## src/hdl/pds_pkg.sv

```systemverilog
// Shared types and region codes for the point-to-segment distance pipeline.
// No dependencies.
package pds_pkg;

    localparam logic [1:0] REG_INTERIOR = 2'd0;
    localparam logic [1:0] REG_START    = 2'd1;
    localparam logic [1:0] REG_END      = 2'd2;
    localparam logic [1:0] REG_DEGEN    = 2'd3;

    localparam int DIV_STAGES  = 32;
    localparam int SQRT_STAGES = 34;

    typedef logic [2:0][31:0] t_vec32;
    typedef logic [2:0][32:0] t_vec33;

    typedef struct packed {
        logic [1:0]  region;
        t_vec33      sel;
        t_vec33      vec;
        logic [68:0] rem;
        logic [67:0] c2;
        logic [31:0] quo;
    } t_div_item;

    typedef struct packed {
        logic [1:0]  region;
        logic [67:0] num;
        logic [35:0] rem;
        logic [33:0] root;
    } t_sq_item;

endpackage

```

## src/hdl/pds_sqrt.sv

```systemverilog
// Digit-by-digit integer square root, one result bit per stage.
// Depends on pds_pkg.
module pds_sqrt import pds_pkg::*; (
    input  logic        i_clk,
    input  logic        i_rst_n,
    input  logic        i_en,
    input  logic        i_valid,
    input  logic [1:0]  i_region,
    input  logic [67:0] i_num,
    output logic        o_valid,
    output logic [1:0]  o_region,
    output logic [33:0] o_root
);

    t_sq_item r_item  [SQRT_STAGES];
    logic     r_valid [SQRT_STAGES];

    for (genvar k = 0; k < SQRT_STAGES; k++) begin : g_stage
        t_sq_item    src, n_item;
        logic        src_valid;
        logic [37:0] cur, trial;
        logic        ge;

        if (k == 0) begin : g_first
            assign src.region = i_region;
            assign src.num    = i_num;
            assign src.rem    = '0;
            assign src.root   = '0;
            assign src_valid  = i_valid;
        end else begin : g_rest
            assign src       = r_item[k-1];
            assign src_valid = r_valid[k-1];
        end

        always_comb begin
            cur    = {src.rem, src.num[67:66]};
            trial  = {2'b00, src.root, 2'b01};
            ge     = cur >= trial;
            n_item = src;
            n_item.rem  = ge ? 36'(cur - trial) : cur[35:0];
            n_item.root = {src.root[32:0], ge};
            n_item.num  = {src.num[65:0], 2'b00};
        end

        always_ff @(posedge i_clk) begin
            if (!i_rst_n) begin
                r_valid[k] <= 1'b0;
            end else if (i_en) begin
                r_valid[k] <= src_valid;
            end
        end

        always_ff @(posedge i_clk) begin
            if (i_en) begin
                r_item[k] <= n_item;
            end
        end
    end

    assign o_valid  = r_valid[SQRT_STAGES-1];
    assign o_region = r_item[SQRT_STAGES-1].region;
    assign o_root   = r_item[SQRT_STAGES-1].root;

endmodule

```

## config.mk

```make
export PLATFORM = sky130hd
export DESIGN_NAME = pds_sqrt
export DESIGN_NICKNAME = d
export VERILOG_FILES = /design/src/hdl/pds_pkg.sv /design/src/hdl/pds_sqrt.sv
export SDC_FILE = /design/constraint.sdc
export NUM_CORES = 2
export LEC_CHECK = 0
export CAP_MARGIN = 40
export CORE_ASPECT_RATIO = 0.9
export CORE_MARGIN = 1.5
export CORE_UTILIZATION = 41
export CTS_BUF_LIST = sky130_fd_sc_hd__clkbuf_16
export CTS_CLUSTER_DIAMETER = 60
export DETAILED_ROUTE_END_ITERATION = 16
export DONT_BUFFER_PORTS = 1
export HOLD_SLACK_MARGIN = 0.15
export PLACE_DENSITY = 0.61
export SLEW_MARGIN = 15
export SYNTH_ARGS = -nofsm -noshare
export SYNTH_HDL_FRONTEND = slang
export SYNTH_MEMORY_MAX_BITS = 65536
export SYNTH_SLANG_ARGS = --single-unit
```

## constraint.sdc

```tcl
create_clock -name i_clk -period 5.5 [get_ports i_clk]
set_input_delay 0.825 -clock i_clk [delete_from_list [all_inputs] [get_ports i_clk]]
set_output_delay 0.825 -clock i_clk [all_outputs]
set_load 0.1 [all_outputs]
```

==> impl_metrics.yaml <==
sta:
  tns_ns: 0
  hold_viol: 0
  fin_worst_skew_ns: 0.06948
  clock.fmax_mhz: 229.1
  slew_headroom: -0.01255
  setup_viol: 0
  holdWs_ns: 0.3380
  rsz0062_at_grt: "no"
  fin_crit_sh: 0.7938
  period_minus_slack_ns: 4.366
  slew_violations: 24
  worst_pin_slew_ns: 1.519
routing:
  totalWireLength_um: 287100
  vias: 82540
  drc: 0
  wl_per_cell_um: 18.38
  final_antenna_net_count: 0
  drt_iter0_markers: 6570
  vias_per_cell: 5.283
  firstDrtPassIters: 6
synth:
  synth_edf_count: 2953
  ys.flop_type: "edfxtp_1"
  avgSynthCellArea_um2: 12.93
  synth.net_count: 11330
  async_reset_ff_frac: 0
  ys_warn_count: 0
  ys_ff_latch: 2954
  syn_inst: 10620
  synth_area_um2: 137400
  ys_types: 97
  ys_seq_area_frac: 0.6457
clocking:
  clock-sinks: 2954
  post-cts-setup-buffers: 0
  cts.htree.levels: 5
  cts-root-buf: "clkbuf_16"
  insertion_delay_ns: 0.90
  cts_buffer_depth: 4
  cts_tree: "built"
  path_clk_slew_ns: 0.06
  cts_resized: 0
  cts_buffers: 329
placement:
  gp_congestion: 0.8989
  hpwl_um: 201300
  io_buffers: 0
  dp_cells: 14940
final_layout:
  fin_nets: 11600
  fin_cells: 15620
  drive_above_1_share: 0.06759
  nFillCells: 29380
  regArea_um2: 88700
  multi_input_area_um2: 44740
  areaGrowthSynthToFinish_pct: 12.90
  final_core_util: 0.4654
critical_path:
  cp.required_ns: 6.00
  cpMostUsedCell: "buf_16"
  worstReg2RegStart: "r_item[29][38]"
  crit_type: "primary input to flip-flop"
  reg2reg_slack_ns: 1.34
  end_kind: "flip-flop"
  crit_arrival_ns: 4.86
  cp_slowest_cell: "buf_16"
  critPathMaxFanout: 138
  timing.rr.end: "r_item[30][66]"
  reg2regPathDepth: 13
  slowest_delay_ns: 0.50
  path_cells: "buf_16 > buf_16 > buf_16 > buf_16 > buf_16 > buf_16 > buf_16"
  crit_end: "r_item[25][21]"
  crit_path_start: "i_en"
  start_kind: "primary input"
outcome:
  status: "finished, violations left"
  violations: "max-slew violations"
global_routing:
  grt_pass1_wl_um: 452900
  grt_pass1_vias: 80550
  grt_antenna_before_repair: 6
  grt_use_total: 0.1660
  grt_max_degree: 262
  grt_overflow: 0
pwr:
  power_density_nw_per_um2: 421.6
  leakage_uw: 0.05846
  ir_drop_mv: 0.2590
  power_uw: 65380
floorplanning:
  core-area_um2: 333200
  ios: 111
  row_count: 201
  dieArea_um2: 338500
  die_h_um: 552.1
  die_w_um: 613.1
  start_util: 0.4122
worst_hold_path:
  hp-class: "primary input to flip-flop"
job:
  maxCapViolations: 0
-- critical path, delay by kind of cell --
family | cells | cell delay [ns]
buffers and inverters | 7 | 3.15
-- layer usage --
| metal | track usage | vias up | share of wire |
|---|---|---|---|
| li1 | - | 40000 | - |
| met2 | 0.2704 | 2011 | 0.47 |
| met4 | 0.05180 | 2 | 0.030 |
| met3 | 0.02433 | 529 | 0.050 |
| met1 | 0.2288 | 40000 | 0.45 |
| met5 | 0 | - | 0.000042 |
-- state kept, by name, indices dropped and copies added, names as in the netlist --
name     count
r_item    2920
r_valid     34
-- what timing repair did --
item / CTS / global route
setup endpoints to repair: 0 / 0
hold endpoints to repair: 230 / 0
hold buffers: 74 / 0
-- stage by stage --
step                      instance area (um2)  setup WS, ns
after floorplan                        137400         2.205
after global routing                   155100        0.8369
final                                  155100         1.134
after detailed placement               143400        0.4707
after CTS                              154900         1.365
after global placement                 142800        0.6289
-- layout make-up --
class                      count  area share
timing repair buffer         168     0.01431
sequential                  2954      0.5719
antenna                        1  0.00001614
tap                         4466     0.03603
multi-input combinational   6618      0.2885
clock inverter               260     0.01491
inverter                     818     0.01980
clock buffer                 338     0.05454
-- Yosys cell counts, types with 26 or more instances --
cell type,number,area share
o21ai_0,584,0.021
nand3b_1,29,0.0016
nand3_1,170,0.0062
buf_2,26,0.00095
xnor2_1,492,0.031
ha_1,632,0.058
nor2b_1,87,0.0040
xor2_1,447,0.029
or3_1,123,0.0056
o211ai_1,36,0.0020
a31oi_1,57,0.0026
mux2_2,87,0.0071
nor3_1,261,0.0095
or2_2,41,0.0019
or4_1,73,0.0040
clkbuf_1,183,0.0050
a21oi_1,619,0.023
nand2_1,769,0.021
and3_1,108,0.0049
inv_1,812,0.022
o21bai_1,52,0.0028
a21o_1,256,0.014
nand4_1,114,0.0052
nor4_1,130,0.0059
nand2b_1,147,0.0067
a211o_1,34,0.0022
o21a_1,119,0.0065
a211oi_1,58,0.0032
nor2_1,591,0.016
edfxtp_1,2953,0.65
and2_1,36,0.0016
o31ai_1,91,0.0050
-- power breakdown --
| group | internal, uW | total [uW] | switching [uW] |
|---|---|---|---|
| clock | 12700 | 21700 | 8940 |
| combinational | 5520 | 13400 | 7850 |
| sequential | 28400 | 30400 | 1940 |
| total | 46700 | 65400 | 18700 |
-- worst min-delay path by stage --
stage                     slack (ns)      startpoint  cells after the start               to
after floorplan                 0.40   r_item[9][98]                      0  r_item[10][100]
after global placement          0.40  r_item[4][120]                      0   r_item[5][122]
after detailed placement        0.40  r_item[9][104]                      0  r_item[10][106]
after CTS                       0.26         i_rst_n                      1       r_valid[1]
after global routing            0.31         i_rst_n                      1       r_valid[1]
final                           0.34         i_rst_n                      1       r_valid[1]
-- placed cells by master (no fill, tap or decap), drive strengths merged, types with 114 or more instances in the layout --
cell type,count
clkbuf,341
clkinv,128
nor2,592
ha,632
xor2,447
edfxtp,2953
o21ai,592
xnor2,492
nor3,265
nand2b,147
a21o,256
nor4,130
a21oi,619
o21a,119
nand4,114
or3,124
nand3,170
nand2,770
inv,899
-- kinds of logic (layout without fill, tap and decap cells) --
family	count (synthesis)	count (layout)	synth area share
adder cells (fa/ha/maj)	632	632	0.05757
XOR/XNOR	939	939	0.05987
other	1	2	0.00002730
AO/OA/AOI/OAI	2153	2153	0.09799
AND/OR/NAND/NOR	2786	2786	0.1011
multiplexers	107	107	0.008590
flip-flops	2954	2954	0.6457
buffers and inverters	1052	1584	0.02918
Power figures use the tool's default switching activity.
